===== src/hdl/hsgc_pkg.sv =====
`timescale 1ns / 1ps

package hsgc_pkg;

    // Register map (byte address = 4 * index)
    localparam int unsigned CFG_W    = 16;
    localparam int unsigned APB_AW   = 4;
    localparam int unsigned APB_DW   = 32;
    localparam int unsigned TS_W     = 32;
    localparam int unsigned MODE_W   = 3;

    localparam logic [1:0] REG_STABLE_TIME = 2'd0;
    localparam logic [1:0] REG_SHORT_PRESS = 2'd1;
    localparam logic [1:0] REG_LONG_HOLD   = 2'd2;
    localparam logic [1:0] REG_BOOT_IGNORE = 2'd3;

    localparam logic [CFG_W-1:0] RST_STABLE_TIME = 16'd20;
    localparam logic [CFG_W-1:0] RST_SHORT_PRESS = 16'd300;
    localparam logic [CFG_W-1:0] RST_LONG_HOLD   = 16'd2000;
    localparam logic [CFG_W-1:0] RST_BOOT_IGNORE = 16'd1500;

    // System mode codes
    localparam logic [MODE_W-1:0] SYS_IDLE      = 3'd0;
    localparam logic [MODE_W-1:0] SYS_WAIT_SATS = 3'd1;
    localparam logic [MODE_W-1:0] SYS_LOGGING   = 3'd2;
    localparam logic [MODE_W-1:0] SYS_CONFIG    = 3'd3;
    localparam logic [MODE_W-1:0] SYS_SLEEP     = 3'd4;

    // Item kind codes
    localparam logic KIND_INIT = 1'b0;
    localparam logic KIND_POLL = 1'b1;

    typedef struct packed {
        logic [CFG_W-1:0] stable_time_ms;
        logic [CFG_W-1:0] short_min_ms;
        logic [CFG_W-1:0] long_hold_ms;
        logic [CFG_W-1:0] ignore_win_ms;
    } t_cfg;

    typedef struct packed {
        logic              kind;
        logic [TS_W-1:0]   now_ms;
        logic              pin_level;
        logic [MODE_W-1:0] current_mode;
        logic              woke_flag;
    } t_item;

    typedef struct packed {
        logic              stable_active;
        logic              edge_notice;
        logic              mode_request_valid;
        logic [MODE_W-1:0] requested_mode;
        logic              clear_wake;
    } t_result;

    typedef struct packed {
        logic [TS_W-1:0] window_start;
        logic [TS_W-1:0] press_start;
        logic [TS_W-1:0] change_start;
        logic            change_armed;
        logic            wait_release;
        logic            long_done;
        logic            sleep_pending;
        logic            level_now;
        logic            level_before;
    } t_state;

endpackage


===== src/hdl/hsgc_item_if.sv =====
`timescale 1ns / 1ps

interface hsgc_item_if;
    logic        valid;
    logic        ready;
    logic        kind;
    logic [31:0] now_ms;
    logic        pin_level;
    logic [2:0]  current_mode;
    logic        woke_flag;

    modport source (output valid, kind, now_ms, pin_level, current_mode, woke_flag,
                    input ready);
    modport sink   (input valid, kind, now_ms, pin_level, current_mode, woke_flag,
                    output ready);
endinterface


===== src/hdl/hsgc_result_if.sv =====
`timescale 1ns / 1ps

interface hsgc_result_if;
    logic       valid;
    logic       ready;
    logic       stable_active;
    logic       edge_notice;
    logic       mode_request_valid;
    logic [2:0] requested_mode;
    logic       clear_wake;

    modport source (output valid, stable_active, edge_notice, mode_request_valid,
                    requested_mode, clear_wake, input ready);
    modport sink   (input valid, stable_active, edge_notice, mode_request_valid,
                    requested_mode, clear_wake, output ready);
endinterface


===== src/hdl/hsgc_cfg_regs.sv =====
`timescale 1ns / 1ps

module hsgc_cfg_regs (
    input  logic                        i_clk,
    input  logic                        i_rst_n,
    input  logic                        psel,
    input  logic                        penable,
    input  logic                        pwrite,
    input  logic [hsgc_pkg::APB_AW-1:0] paddr,
    input  logic [hsgc_pkg::APB_DW-1:0] pwdata,
    output logic [hsgc_pkg::APB_DW-1:0] prdata,
    output logic                        pready,
    output hsgc_pkg::t_cfg              o_cfg
);
    import hsgc_pkg::*;

    t_cfg       r_cfg;
    logic       w_wr;
    logic [1:0] w_idx;

    assign pready = 1'b1;
    assign w_wr   = psel && penable && pwrite && pready;
    assign w_idx  = paddr[3:2];

    // register write on access phase
    always_ff @(posedge i_clk) begin
        if (!i_rst_n) begin
            r_cfg.stable_time_ms <= RST_STABLE_TIME;
            r_cfg.short_min_ms   <= RST_SHORT_PRESS;
            r_cfg.long_hold_ms   <= RST_LONG_HOLD;
            r_cfg.ignore_win_ms  <= RST_BOOT_IGNORE;
        end else if (w_wr) begin
            case (w_idx)
                REG_STABLE_TIME: r_cfg.stable_time_ms <= pwdata[CFG_W-1:0];
                REG_SHORT_PRESS: r_cfg.short_min_ms   <= pwdata[CFG_W-1:0];
                REG_LONG_HOLD:   r_cfg.long_hold_ms   <= pwdata[CFG_W-1:0];
                REG_BOOT_IGNORE: r_cfg.ignore_win_ms  <= pwdata[CFG_W-1:0];
                default: ;
            endcase
        end
    end

    // read mux
    always_comb begin
        prdata = '0;
        case (w_idx)
            REG_STABLE_TIME: prdata[CFG_W-1:0] = r_cfg.stable_time_ms;
            REG_SHORT_PRESS: prdata[CFG_W-1:0] = r_cfg.short_min_ms;
            REG_LONG_HOLD:   prdata[CFG_W-1:0] = r_cfg.long_hold_ms;
            REG_BOOT_IGNORE: prdata[CFG_W-1:0] = r_cfg.ignore_win_ms;
            default:         prdata = '0;
        endcase
    end

    assign o_cfg = r_cfg;

endmodule


===== src/hdl/hsgc_engine.sv =====
`timescale 1ns / 1ps

module hsgc_engine (
    input  logic              i_clk,
    input  logic              i_rst_n,
    input  logic              i_en,
    input  hsgc_pkg::t_cfg    i_cfg,
    input  hsgc_pkg::t_item   i_item,
    output hsgc_pkg::t_result o_result
);
    import hsgc_pkg::*;

    t_state          r_state;
    t_state          n_state;
    t_result         w_res;
    logic [TS_W-1:0] w_win_base;
    logic [TS_W-1:0] w_win_diff;
    logic [TS_W-1:0] w_chg_diff;
    logic [TS_W-1:0] w_press_diff;
    logic            w_in_window;
    logic            w_stable_ok;
    logic            w_short_ok;
    logic            w_raw;
    logic            w_rise;
    logic            w_fall;

    // time differences, all modulo 2^32
    assign w_win_base   = r_state.wait_release ? i_item.now_ms : r_state.window_start;
    assign w_win_diff   = i_item.now_ms - w_win_base;
    assign w_chg_diff   = i_item.now_ms - r_state.change_start;
    assign w_press_diff = i_item.now_ms - r_state.press_start;
    assign w_in_window  = w_win_diff < {{(TS_W-CFG_W){1'b0}}, i_cfg.ignore_win_ms};
    assign w_stable_ok  = w_chg_diff >= {{(TS_W-CFG_W){1'b0}}, i_cfg.stable_time_ms};
    assign w_short_ok   = w_press_diff >= {{(TS_W-CFG_W){1'b0}}, i_cfg.short_min_ms};
    assign w_raw        = !i_item.pin_level;

    // one item's state update and result
    always_comb begin
        n_state = r_state;
        w_res   = '0;
        w_rise  = 1'b0;
        w_fall  = 1'b0;
        if (i_item.kind == KIND_INIT) begin
            n_state.window_start = i_item.now_ms;
            if (i_item.woke_flag) begin
                n_state.wait_release  = 1'b1;
                n_state.press_start   = '0;
                n_state.long_done     = 1'b0;
                n_state.sleep_pending = 1'b0;
            end
        end else if (!(r_state.wait_release && !i_item.pin_level)) begin
            // wake wait ends on release and restarts the window
            if (r_state.wait_release) begin
                n_state.wait_release = 1'b0;
                n_state.window_start = i_item.now_ms;
                w_res.clear_wake     = 1'b1;
            end
            if (!w_in_window) begin
                // debounce
                if (w_raw != r_state.level_now) begin
                    if (!r_state.change_armed) begin
                        n_state.change_armed = 1'b1;
                        n_state.change_start = i_item.now_ms;
                    end else if (w_stable_ok) begin
                        n_state.level_now    = w_raw;
                        n_state.change_armed = 1'b0;
                    end
                end else begin
                    n_state.change_armed = 1'b0;
                end

                w_res.edge_notice = n_state.level_now != r_state.level_before;
                w_rise = n_state.level_now && !r_state.level_before;
                w_fall = !n_state.level_now && r_state.level_before;

                // press edge starts hold timer
                if (w_rise) begin
                    n_state.press_start   = i_item.now_ms;
                    n_state.long_done     = 1'b0;
                    n_state.sleep_pending = 1'b0;
                end

                // long hold
                if (n_state.level_now && !n_state.long_done &&
                    ((w_rise ? '0 : w_press_diff) >=
                     {{(TS_W-CFG_W){1'b0}}, i_cfg.long_hold_ms})) begin
                    n_state.long_done = 1'b1;
                    case (i_item.current_mode)
                        SYS_IDLE: begin
                            w_res.mode_request_valid = 1'b1;
                            w_res.requested_mode     = SYS_CONFIG;
                        end
                        SYS_LOGGING, SYS_WAIT_SATS: begin
                            n_state.sleep_pending = 1'b1;
                        end
                        default: ;
                    endcase
                end

                // release
                if (w_fall) begin
                    if (n_state.long_done) begin
                        if (n_state.sleep_pending) begin
                            n_state.sleep_pending    = 1'b0;
                            w_res.mode_request_valid = 1'b1;
                            w_res.requested_mode     = SYS_SLEEP;
                        end
                    end else if (w_short_ok) begin
                        case (i_item.current_mode)
                            SYS_IDLE: begin
                                w_res.mode_request_valid = 1'b1;
                                w_res.requested_mode     = SYS_WAIT_SATS;
                            end
                            SYS_LOGGING, SYS_WAIT_SATS: begin
                                w_res.mode_request_valid = 1'b1;
                                w_res.requested_mode     = SYS_SLEEP;
                            end
                            SYS_CONFIG: begin
                                w_res.mode_request_valid = 1'b1;
                                w_res.requested_mode     = SYS_IDLE;
                            end
                            default: ;
                        endcase
                    end
                end

                n_state.level_before = n_state.level_now;
            end
        end
        w_res.stable_active = n_state.level_now;
    end

    // state register
    always_ff @(posedge i_clk) begin
        if (!i_rst_n) begin
            r_state <= '0;
        end else if (i_en) begin
            r_state <= n_state;
        end
    end

    assign o_result = w_res;

    // a release during the wake wait always drops the wait
    a_wake_release: assert property (@(posedge i_clk) disable iff (!i_rst_n)
        i_en && w_res.clear_wake |=> !r_state.wait_release)
        else $error("wait_release still set after clear_wake");

endmodule


===== src/hdl/hall_switch_gesture_controller_core.sv =====
`timescale 1ns / 1ps

// Magnet switch gesture controller. Takes one word (init event or poll sample)
// per clock cycle while the result channel keeps up, and returns exactly one
// result word for each, registered first in the input register and then in
// the result register. The sustained rate of one word per cycle is set by the
// state update in the engine, which closes on itself from one word to the next.
// The result register stalls only when the result channel is not ready.
// Timing thresholds are 16-bit APB registers at byte addresses 0, 4, 8 and 12
// (stable time, short press minimum, long hold, boot ignore); write them only
// while no word is in flight.
module hall_switch_gesture_controller_core (
    input  logic                        i_clk,
    input  logic                        i_rst_n,
    hsgc_item_if.sink                   i_item,
    hsgc_result_if.source               o_result,
    input  logic                        psel,
    input  logic                        penable,
    input  logic                        pwrite,
    input  logic [hsgc_pkg::APB_AW-1:0] paddr,
    input  logic [hsgc_pkg::APB_DW-1:0] pwdata,
    output logic [hsgc_pkg::APB_DW-1:0] prdata,
    output logic                        pready
);
    import hsgc_pkg::*;

    t_cfg    w_cfg;
    t_item   r_s1;
    logic    r_s1_valid;
    t_result r_out;
    logic    r_out_valid;
    t_result w_res;
    logic    w_adv;
    logic    w_in_acc;

    hsgc_cfg_regs u_cfg (
        .i_clk   (i_clk),
        .i_rst_n (i_rst_n),
        .psel    (psel),
        .penable (penable),
        .pwrite  (pwrite),
        .paddr   (paddr),
        .pwdata  (pwdata),
        .prdata  (prdata),
        .pready  (pready),
        .o_cfg   (w_cfg)
    );

    hsgc_engine u_engine (
        .i_clk    (i_clk),
        .i_rst_n  (i_rst_n),
        .i_en     (w_adv),
        .i_cfg    (w_cfg),
        .i_item   (r_s1),
        .o_result (w_res)
    );

    // handshake
    assign w_adv        = r_s1_valid && (!r_out_valid || o_result.ready);
    assign i_item.ready = !r_s1_valid || w_adv;
    assign w_in_acc     = i_item.valid && i_item.ready;

    // valid flags
    always_ff @(posedge i_clk) begin
        if (!i_rst_n) begin
            r_s1_valid  <= 1'b0;
            r_out_valid <= 1'b0;
        end else begin
            if (i_item.ready) begin
                r_s1_valid <= i_item.valid;
            end
            if (w_adv) begin
                r_out_valid <= 1'b1;
            end else if (o_result.ready) begin
                r_out_valid <= 1'b0;
            end
        end
    end

    // payload registers
    always_ff @(posedge i_clk) begin
        if (w_in_acc) begin
            r_s1.kind         <= i_item.kind;
            r_s1.now_ms       <= i_item.now_ms;
            r_s1.pin_level    <= i_item.pin_level;
            r_s1.current_mode <= i_item.current_mode;
            r_s1.woke_flag    <= i_item.woke_flag;
        end
        if (w_adv) begin
            r_out <= w_res;
        end
    end

    assign o_result.valid              = r_out_valid;
    assign o_result.stable_active      = r_out.stable_active;
    assign o_result.edge_notice        = r_out.edge_notice;
    assign o_result.mode_request_valid = r_out.mode_request_valid;
    assign o_result.requested_mode     = r_out.requested_mode;
    assign o_result.clear_wake         = r_out.clear_wake;

    // an accepted word always lands in the input register
    a_s1_load: assert property (@(posedge i_clk) disable iff (!i_rst_n)
        w_in_acc |=> r_s1_valid)
        else $error("accepted word missing from input register");

    // a held word stays put until the engine takes it
    a_s1_hold: assert property (@(posedge i_clk) disable iff (!i_rst_n)
        r_s1_valid && !w_adv |=> r_s1_valid && $stable(r_s1))
        else $error("input register word lost while stalled");

    // an engine step always produces a result word
    a_out_load: assert property (@(posedge i_clk) disable iff (!i_rst_n)
        w_adv |=> r_out_valid)
        else $error("engine step without result word");

endmodule

===== src/flat_wrapper.sv =====
// flat-port wrapper written by rule: the top's interface ports become plain ports
module hall_switch_gesture_controller_core_flat import hsgc_pkg::*;
  (i_clk, i_rst_n, psel, penable, pwrite, paddr, pwdata, prdata, pready, i_item_valid, i_item_kind, i_item_now_ms, i_item_pin_level, i_item_current_mode, i_item_woke_flag, i_item_ready, o_result_valid, o_result_stable_active, o_result_edge_notice, o_result_mode_request_valid, o_result_requested_mode, o_result_clear_wake, o_result_ready);
  hsgc_item_if i_item_i ();
  hsgc_result_if o_result_i ();
  input  logic i_clk;
  input  logic i_rst_n;
  input  logic psel;
  input  logic penable;
  input  logic pwrite;
  input  logic [hsgc_pkg::APB_AW-1:0] paddr;
  input  logic [hsgc_pkg::APB_DW-1:0] pwdata;
  output logic [hsgc_pkg::APB_DW-1:0] prdata;
  output logic pready;
  input wire logic [$bits(i_item_i.valid)-1:0] i_item_valid;
  input wire logic [$bits(i_item_i.kind)-1:0] i_item_kind;
  input wire logic [$bits(i_item_i.now_ms)-1:0] i_item_now_ms;
  input wire logic [$bits(i_item_i.pin_level)-1:0] i_item_pin_level;
  input wire logic [$bits(i_item_i.current_mode)-1:0] i_item_current_mode;
  input wire logic [$bits(i_item_i.woke_flag)-1:0] i_item_woke_flag;
  output wire logic [$bits(i_item_i.ready)-1:0] i_item_ready;
  output wire logic [$bits(o_result_i.valid)-1:0] o_result_valid;
  output wire logic [$bits(o_result_i.stable_active)-1:0] o_result_stable_active;
  output wire logic [$bits(o_result_i.edge_notice)-1:0] o_result_edge_notice;
  output wire logic [$bits(o_result_i.mode_request_valid)-1:0] o_result_mode_request_valid;
  output wire logic [$bits(o_result_i.requested_mode)-1:0] o_result_requested_mode;
  output wire logic [$bits(o_result_i.clear_wake)-1:0] o_result_clear_wake;
  input wire logic [$bits(o_result_i.ready)-1:0] o_result_ready;
  assign i_item_i.valid = i_item_valid;
  assign i_item_i.kind = i_item_kind;
  assign i_item_i.now_ms = i_item_now_ms;
  assign i_item_i.pin_level = i_item_pin_level;
  assign i_item_i.current_mode = i_item_current_mode;
  assign i_item_i.woke_flag = i_item_woke_flag;
  assign i_item_ready = i_item_i.ready;
  assign o_result_valid = o_result_i.valid;
  assign o_result_stable_active = o_result_i.stable_active;
  assign o_result_edge_notice = o_result_i.edge_notice;
  assign o_result_mode_request_valid = o_result_i.mode_request_valid;
  assign o_result_requested_mode = o_result_i.requested_mode;
  assign o_result_clear_wake = o_result_i.clear_wake;
  assign o_result_i.ready = o_result_ready;
  hall_switch_gesture_controller_core u_core (.i_clk(i_clk), .i_rst_n(i_rst_n), .i_item(i_item_i), .o_result(o_result_i), .psel(psel), .penable(penable), .pwrite(pwrite), .paddr(paddr), .pwdata(pwdata), .prdata(prdata), .pready(pready));
endmodule

===== config.mk =====
export PLATFORM = sky130hd
export DESIGN_NAME = hall_switch_gesture_controller_core_flat
export DESIGN_NICKNAME = d
export VERILOG_FILES = /design/src/hdl/hsgc_pkg.sv /design/src/hdl/hsgc_item_if.sv /design/src/hdl/hsgc_result_if.sv /design/src/hdl/hsgc_cfg_regs.sv /design/src/hdl/hsgc_engine.sv /design/src/hdl/hall_switch_gesture_controller_core.sv /design/src/flat_wrapper.sv
export SDC_FILE = /design/constraint.sdc
export NUM_CORES = 1
export LEC_CHECK = 0
export BUFFER_PORTS_ARGS = -buffer_cell sky130_fd_sc_hd__buf_4
export CORE_ASPECT_RATIO = 1.5
export CORE_MARGIN = 8
export CORE_UTILIZATION = 60
export DETAILED_ROUTE_END_ITERATION = 7
export GPL_TIMING_DRIVEN = 0
export PLACE_DENSITY = 0.8
export SYNTH_ARGS = -nofsm -noshare
export SYNTH_HDL_FRONTEND = slang
export SYNTH_SLANG_ARGS = --single-unit

===== constraint.sdc =====
create_clock -name i_clk -period 17.5 [get_ports i_clk]
set_input_delay 5.25 -clock i_clk [delete_from_list [all_inputs] [get_ports i_clk]]
set_output_delay 5.25 -clock i_clk [all_outputs]
set_load 0.05 [all_outputs]

==> results of run 1 <==
cell type report:
class | instances | share of cell area (%)
Buffer | 102 | 2.96
Clock buffer | 28 | 3.67
Clock inverter | 16 | 1.18
Inverter | 155 | 3.20
Multi-Input combinational cell | 1494 | 57.1
Sequential cell | 213 | 25.9
Tap cell | 337 | 2.32
Timing Repair Buffer | 87 | 3.66
flip-flops by register name (all words and copies together), names as in the netlist:
signal and cells:
u_core.o_result.stable_active 1, u_core.o_result.mode_request_valid 1, u_core.u_engine.r_state 102, u_core.r_s1 38, u_core.o_result.clear_wake 1, u_core.o_result.requested_mode 3, u_core.o_result.valid 1, u_core.u_cfg.o_cfg 64
u_core.r_s1_valid 1, u_core.o_result.edge_notice 1
critical path: cells and delay by family:
kind	cells	cell delay, ps
muxes	1	430
buffers and inverters	4	1220
how the worst max path moves through the flow:
| stage | start | endpoint | slack [ps] | depth (start not counted) |
|---|---|---|---|---|
| after floorplan | paddr[2] | prdata[10] | 5810 | 2 |
| after global placement | paddr[3] | prdata[11] | 5390 | 5 |
| after detailed placement | paddr[3] | prdata[11] | 5350 | 5 |
| after CTS | paddr[3] | prdata[11] | 5350 | 5 |
| after global routing | paddr[3] | prdata[11] | 5260 | 5 |
| final | paddr[3] | prdata[11] | 5340 | 5 |
cell usage in the layout, fill, tap and decap left out, drive strengths merged, types with 7 or more instances in the layout:
cell type	netlist	layout
nand2	274	274
o21ai	84	84
nor4	8	8
and2	17	17
a21o	32	32
nand3	20	20
nor3	31	31
nor2	121	121
a32o	33	33
conb	2	17
xor2	23	23
xnor2	39	39
nor2b	24	24
mux2i	72	72
nand4	26	26
nand4b	7	7
ha	159	159
and3	11	11
and4	7	7
a31oi	19	19
buf	39	126
a21oi	218	218
edfxtp	45	45
o21bai	9	9
inv	155	157
o221ai	8	8
or3	10	10
a211oi	12	12
clkbuf	63	91
a2111oi	8	8
a211o	9	9
dfxtp	168	168
mux4	16	16
o21a	24	24
o211ai	33	33
nand2b	22	22
cells by family after synthesis:
group           Yosys count  share of synthesized area (%)
simple gates            599                           17.6
compound gates          564                           23.5
buf+inv                 257                           6.92
flops                   213                           29.2
fa+ha+maj               162                           12.7
mux                      90                           6.82
xor+xnor                 62                           3.36
other cells               2                         0.0464
layer usage:
metal | vias to the layer above | global-route usage, % | share of wire (%)
li1 | 7289 | - | -
met1 | 7204 | 34.1 | 38
met2 | 567 | 52.2 | 49
met3 | 166 | 2.62 | 5.2
met4 | 0 | 22.2 | 7.9
met5 | - | 0 | 0
per-stage QoR:
step / setup WS (ps) / hold WS, ps / total power [mW]
after global placement: 5390 / 441 / 0.915
after CTS: 5350 / 454 / 1.49
after floorplan: 5810 / 434 / 0.819
after global routing: 5260 / 467 / 1.55
after detailed placement: 5350 / 445 / 0.924
final: 5340 / 453 / 1.48
report_power, final:
group          switching [mW]  total (mW)  internal (mW)  leakage [nW]
clock network           0.215       0.562          0.348         0.423
registers              0.0207       0.538          0.517          1.80
logic                   0.235       0.385          0.150          4.89
==> run summary, run 1 <==
Post-synth top area cell: dfxtp_1
Kind of critical path: in -> out
RR Endpoint: u_core.o_result.mode_request_valid
WL/cell: 20.8 um
Row count: 73
Mapped Cells: 1949
Clock Skews: 13.7 ps
Core ar.: 26500 sq um
Crit path required time: 12250 ps
CTS H-Tree Depth: 1
Syn avg cell area: 8.30 sq um
Crit path max-delay cell type: buf_1
Worst hold start: u_core.u_engine.r_state[70]
Setup Fix Bufs, Post-CTS: 0
Most instantiated cells after synthesis: nand2_1, a21oi_1, dfxtp_1, ha_1, inv_1
CTS Buffer Depth: 3
Post-synth EDFFs: 45
Hold path depth: 2
Maximum vdd drop: 0.0853 mV
Slew headroom: 33.5%
Setup crit start kind: primary input
DRC viols: 0
CTS tree: built
Synthesized flop and latch total: 213
Post-CTS Resized: 0
Fmax: 82.3 MHz
DRT Wirelength: 50500 um
First drt pass iteration count: 6
Worst skew pair latency: 540 ps
Ys async rst share: 0%
Crit end category: output port
Layout cells sized above 1: 10.2%
Finish-stage setup viols: 0
Slew Limit Fails: 0
Most used flip-flop cell after synthesis: dfxtp_1
Crit path largest cell delay: 520 ps
Area occupied by multi-input gates: 10400 sq um
Fin area: 18200 sq um
Final TNS setup: 0 ps
Final hold vios: 0
RSZ-0062 raised after global routing: no
Util after Layout: 68.7%
Via-to-Cell Ratio: 6.26
HPWL after DPL: 40700 um
Ys Warns: 0
Register Area: 4710 sq um
Min Tclk post-route: 12160 ps
Worst EP arrival: 6910 ps
Initial drt markers: 1081
Static leakage: 7.12 nW
Post-synth cell types: 103
Die area: 32600 sq um
Crit share post-route: 69.5%
Nets: 2320
Vias: 15200
Vias in the first global route: 14700
CP cell instances: buf_4, buf_1, buf_1, mux4_2, buf_4
Largest net degree at the start of global routing: 38
Tightest Pin Transition: 990 ps
CTS sink cnt: 213
Setup slack, reg-to-reg: 8600 ps
Most instantiated library cell after synthesis: nand2_1
Gr usage total: 30.2%
Placed Instance Area: 17300 sq um
Pwr Density: 81.6 nW/um^2
TritonCTS Buffers: 24
Main area contributors after synthesis: dfxtp_1, ha_1, edfxtp_1
Post-synthesis sequential area ratio: 29.2%
HP Class: reg -> reg
Io pins: 123
Grt total ovfl: 0
Top-area cell type share of the netlist area: 20.8%
ANT cells: 0
Dpl cells: 2388
R2R depth: 32
Die W: 150 um
Starting Density: 61.1%
Hold-fix buffers, CTS: 0
Status: complete, no violations
Buffers added on ports: 86
Routed Antenna Nets: 0
Crit path max fanout: 10
Antenna violations before repair: 0
Die H: 217 um
Post-Layout Cell Count: 2432
CTS Root Buffer Type: clkbuf_16
Fillers: 2209
Layout area overhead: 12.5%
Reg clk slew, reported paths: 60 ps
First-pass GRT wire length: 78000 um
Critical register-to-register path startpoint: u_core.r_s1[5]
Global placer's final weighted congestion: 1.03
Max Cap Viol: 0
Post-synthesis cell area: 16200 sq um
Hold Path Sink: u_core.u_engine.r_state[70]
No activity file was read; power rests on OpenSTA's default activity.
==> run 2: changes to the inputs <==
- CORE_UTILIZATION: 60 -> 56
- PLACE_DENSITY: 0.8 -> 0.78
- clock period: 17.5 -> 10.2 ns (I/O delays scaled with it)
==> run 2 against run 1 <==
Global-route usage fell by 2.1 points. Clock-buffer cell count fell by 2. Power rose by 68%. Flip-flop and latch count did not move. Critical path type is now reg -> reg.
==> run summary, run 2 (same netlist as run 1, synthesis figures left out) <==
Status: complete, no violations (unchanged)
Maximum vdd drop: 0.134 mV (was 0.0853 mV)
Routed Antenna Nets: 0 (unchanged)
Crit share post-route: 83.9%
Crit path max-delay cell type: o311ai_1 (was buf_1)
Layout cells sized above 1: 10.1% (was 10.2%)
Starting Density: 56.5% (was 61.1%)
CTS sink cnt: 213 (unchanged)
Static leakage: 7.09 nW (was 7.12 nW)
Max Cap Viol: 0 (unchanged)
Clock Skews: 15.6 ps (was 13.7 ps)
Buffers added on ports: 86 (unchanged)
Final TNS setup: 0 ps (unchanged)
Pwr Density: 137 nW/um^2 (was 81.6 nW/um^2)
DRT Wirelength: 49700 um (was 50500 um)
Most frequent cells in the layout: nand2_1, a21oi_1, dfxtp_1, ha_1, inv_1 (unchanged)
Buf+Inv Stages, Crit Path: 3 (was 4)
Setup Fix Bufs, Post-CTS: 0 (unchanged)
Largest delay share family, worst path: compound AO/OA/AOI/OAI gates (was buffers and inverters)
Initial drt markers: 799 (was 1081)
CTS Root Buffer Type: clkbuf_16 (unchanged)
Global placer's final weighted congestion: 0.999 (was 1.03)
HP Class: reg -> reg (unchanged)
Io pins: 123 (unchanged)
Nets: 2319 (was 2320)
RSZ-0062 raised after global routing: no (unchanged)
Die H: 224 um (was 217 um)
Crit path required time: 10470 ps (was 12250 ps)
Layout area overhead: 12.5% (about the same)
Die area: 34700 sq um (was 32600 sq um)
Min Tclk post-route: 8560 ps
CTS Buffer Depth: 3 (unchanged)
ANT cells: 0 (unchanged)
Worst skew pair latency: 540 ps (about the same)
Gr usage total: 28.1% (was 30.2%)
HPWL after DPL: 40300 um (was 40700 um)
Row count: 76 (was 73)
Crit path max fanout: 10 (unchanged)
Tightest Pin Transition: 943 ps (was 990 ps)
DRC viols: 0 (unchanged)
CTS tree: built (unchanged)
Util after Layout: 63.6% (was 68.7%)
CTS H-Tree Depth: 1 (unchanged)
Die W: 155 um (was 150 um)
Placed Instance Area: 17400 sq um (was 17300 sq um)
First drt pass iteration count: 7 (was 6)
Crit end category: flip-flop (was output port)
TritonCTS Buffers: 23 (was 24)
Grt total ovfl: 0 (unchanged)
Fin area: 18200 sq um (about the same)
Core ar.: 28600 sq um (was 26500 sq um)
Slew headroom: 36.6% (was 33.5%)
Finish-stage setup viols: 0 (unchanged)
Commonest non-fill, non-tap cell in the layout: nand2_1 (unchanged)
Antenna violations before repair: 0 (unchanged)
WL/cell: 20.0 um (was 20.8 um)
Slew Limit Fails: 0 (unchanged)
Largest net degree at the start of global routing: 38 (unchanged)
Hold-fix buffers, CTS: 0 (unchanged)
Vias in the first global route: 14500 (was 14700)
Worst EP arrival: 8830 ps (was 6910 ps)
Top reg by flops: u_core.u_engine.r_state (unchanged)
Via-to-Cell Ratio: 6.10 (was 6.26)
First-pass GRT wire length: 77600 um (was 78000 um)
Reg clk slew, reported paths: 60 ps (about the same)
Post-CTS Resized: 0 (unchanged)
Vias: 15100 (was 15200)
Final hold vios: 0 (unchanged)
Setup crit start kind: flip-flop (was primary input)
Crit path largest cell delay: 580 ps (was 520 ps)
Fmax: 117 MHz
Kind of critical path: reg -> reg (was in -> out)
Max FFs per register: 102 (unchanged)
[run 2: cell count changes in the layout (fill, tap and decap cells not counted)]
cell,previous run,this run
clkinv_1,4,3
bufinv_16,5,4
inv_6,2,0
clkinv_2,2,3
clkbuf_16,26,25
clkinv_4,0,2
clkbuf_8,1,0
[run 2: stage by stage]
step                hold WS [ps]  setup WS [ps]  total power [mW]  instances
floorplan                    434           2890              1.40       1964
global placement             439           1870              1.57       2440
detailed placement           447           1750              1.58       2441
CTS                          455           1700              2.50       2482
global route                 479           1270              2.60       2482
finish                       454           1640              2.49       2482
[run 2: area by class of cell]
cell class	instances	area (sq um)
multi-input combinational	1494	10400
fill	2547	10400
buffer	102	538
timing repair buffer	87	666
clock inverter	15	186
inverter	155	582
clock buffer	26	629
sequential	213	4710
tap	390	488
[run 2: metal layers]
layer | vias to the layer above | track usage, % | share of wire, %
li1 | 7273 | - | -
met1 | 7141 | 31.1 | 38
met2 | 561 | 50.7 | 50
met3 | 160 | 3.18 | 5.7
met4 | 0 | 17.4 | 6.5
met5 | - | 0 | 0
[run 2: final timing paths]
check | from | end | slack [ps] | depth (start not counted)
max reg2reg | u_core.r_s1[5] | u_core.o_result.mode_request_valid | 1640 | 32
min reg2reg | u_core.u_engine.r_state[84] | u_core.u_engine.r_state[84] | 450 | 2
max | u_core.r_s1[5] | u_core.o_result.mode_request_valid | 1640 | 32
min | u_core.u_engine.r_state[84] | u_core.u_engine.r_state[84] | 450 | 2
[run 2: tightest hold or removal path, delay by kind of cell (launching register included)]
family	cells	cell delay (ps)
flip-flops	1	310
AO/OA/AOI/OAI	1	50
AND/OR/NAND/NOR	1	50
[run 2: power breakdown]
group,leakage [nW],switching [mW],internal (mW)
Clock,0.391,0.363,0.545
Combinational,4.89,0.399,0.257
Sequential,1.80,0.0352,0.887
Total,7.09,0.798,1.69
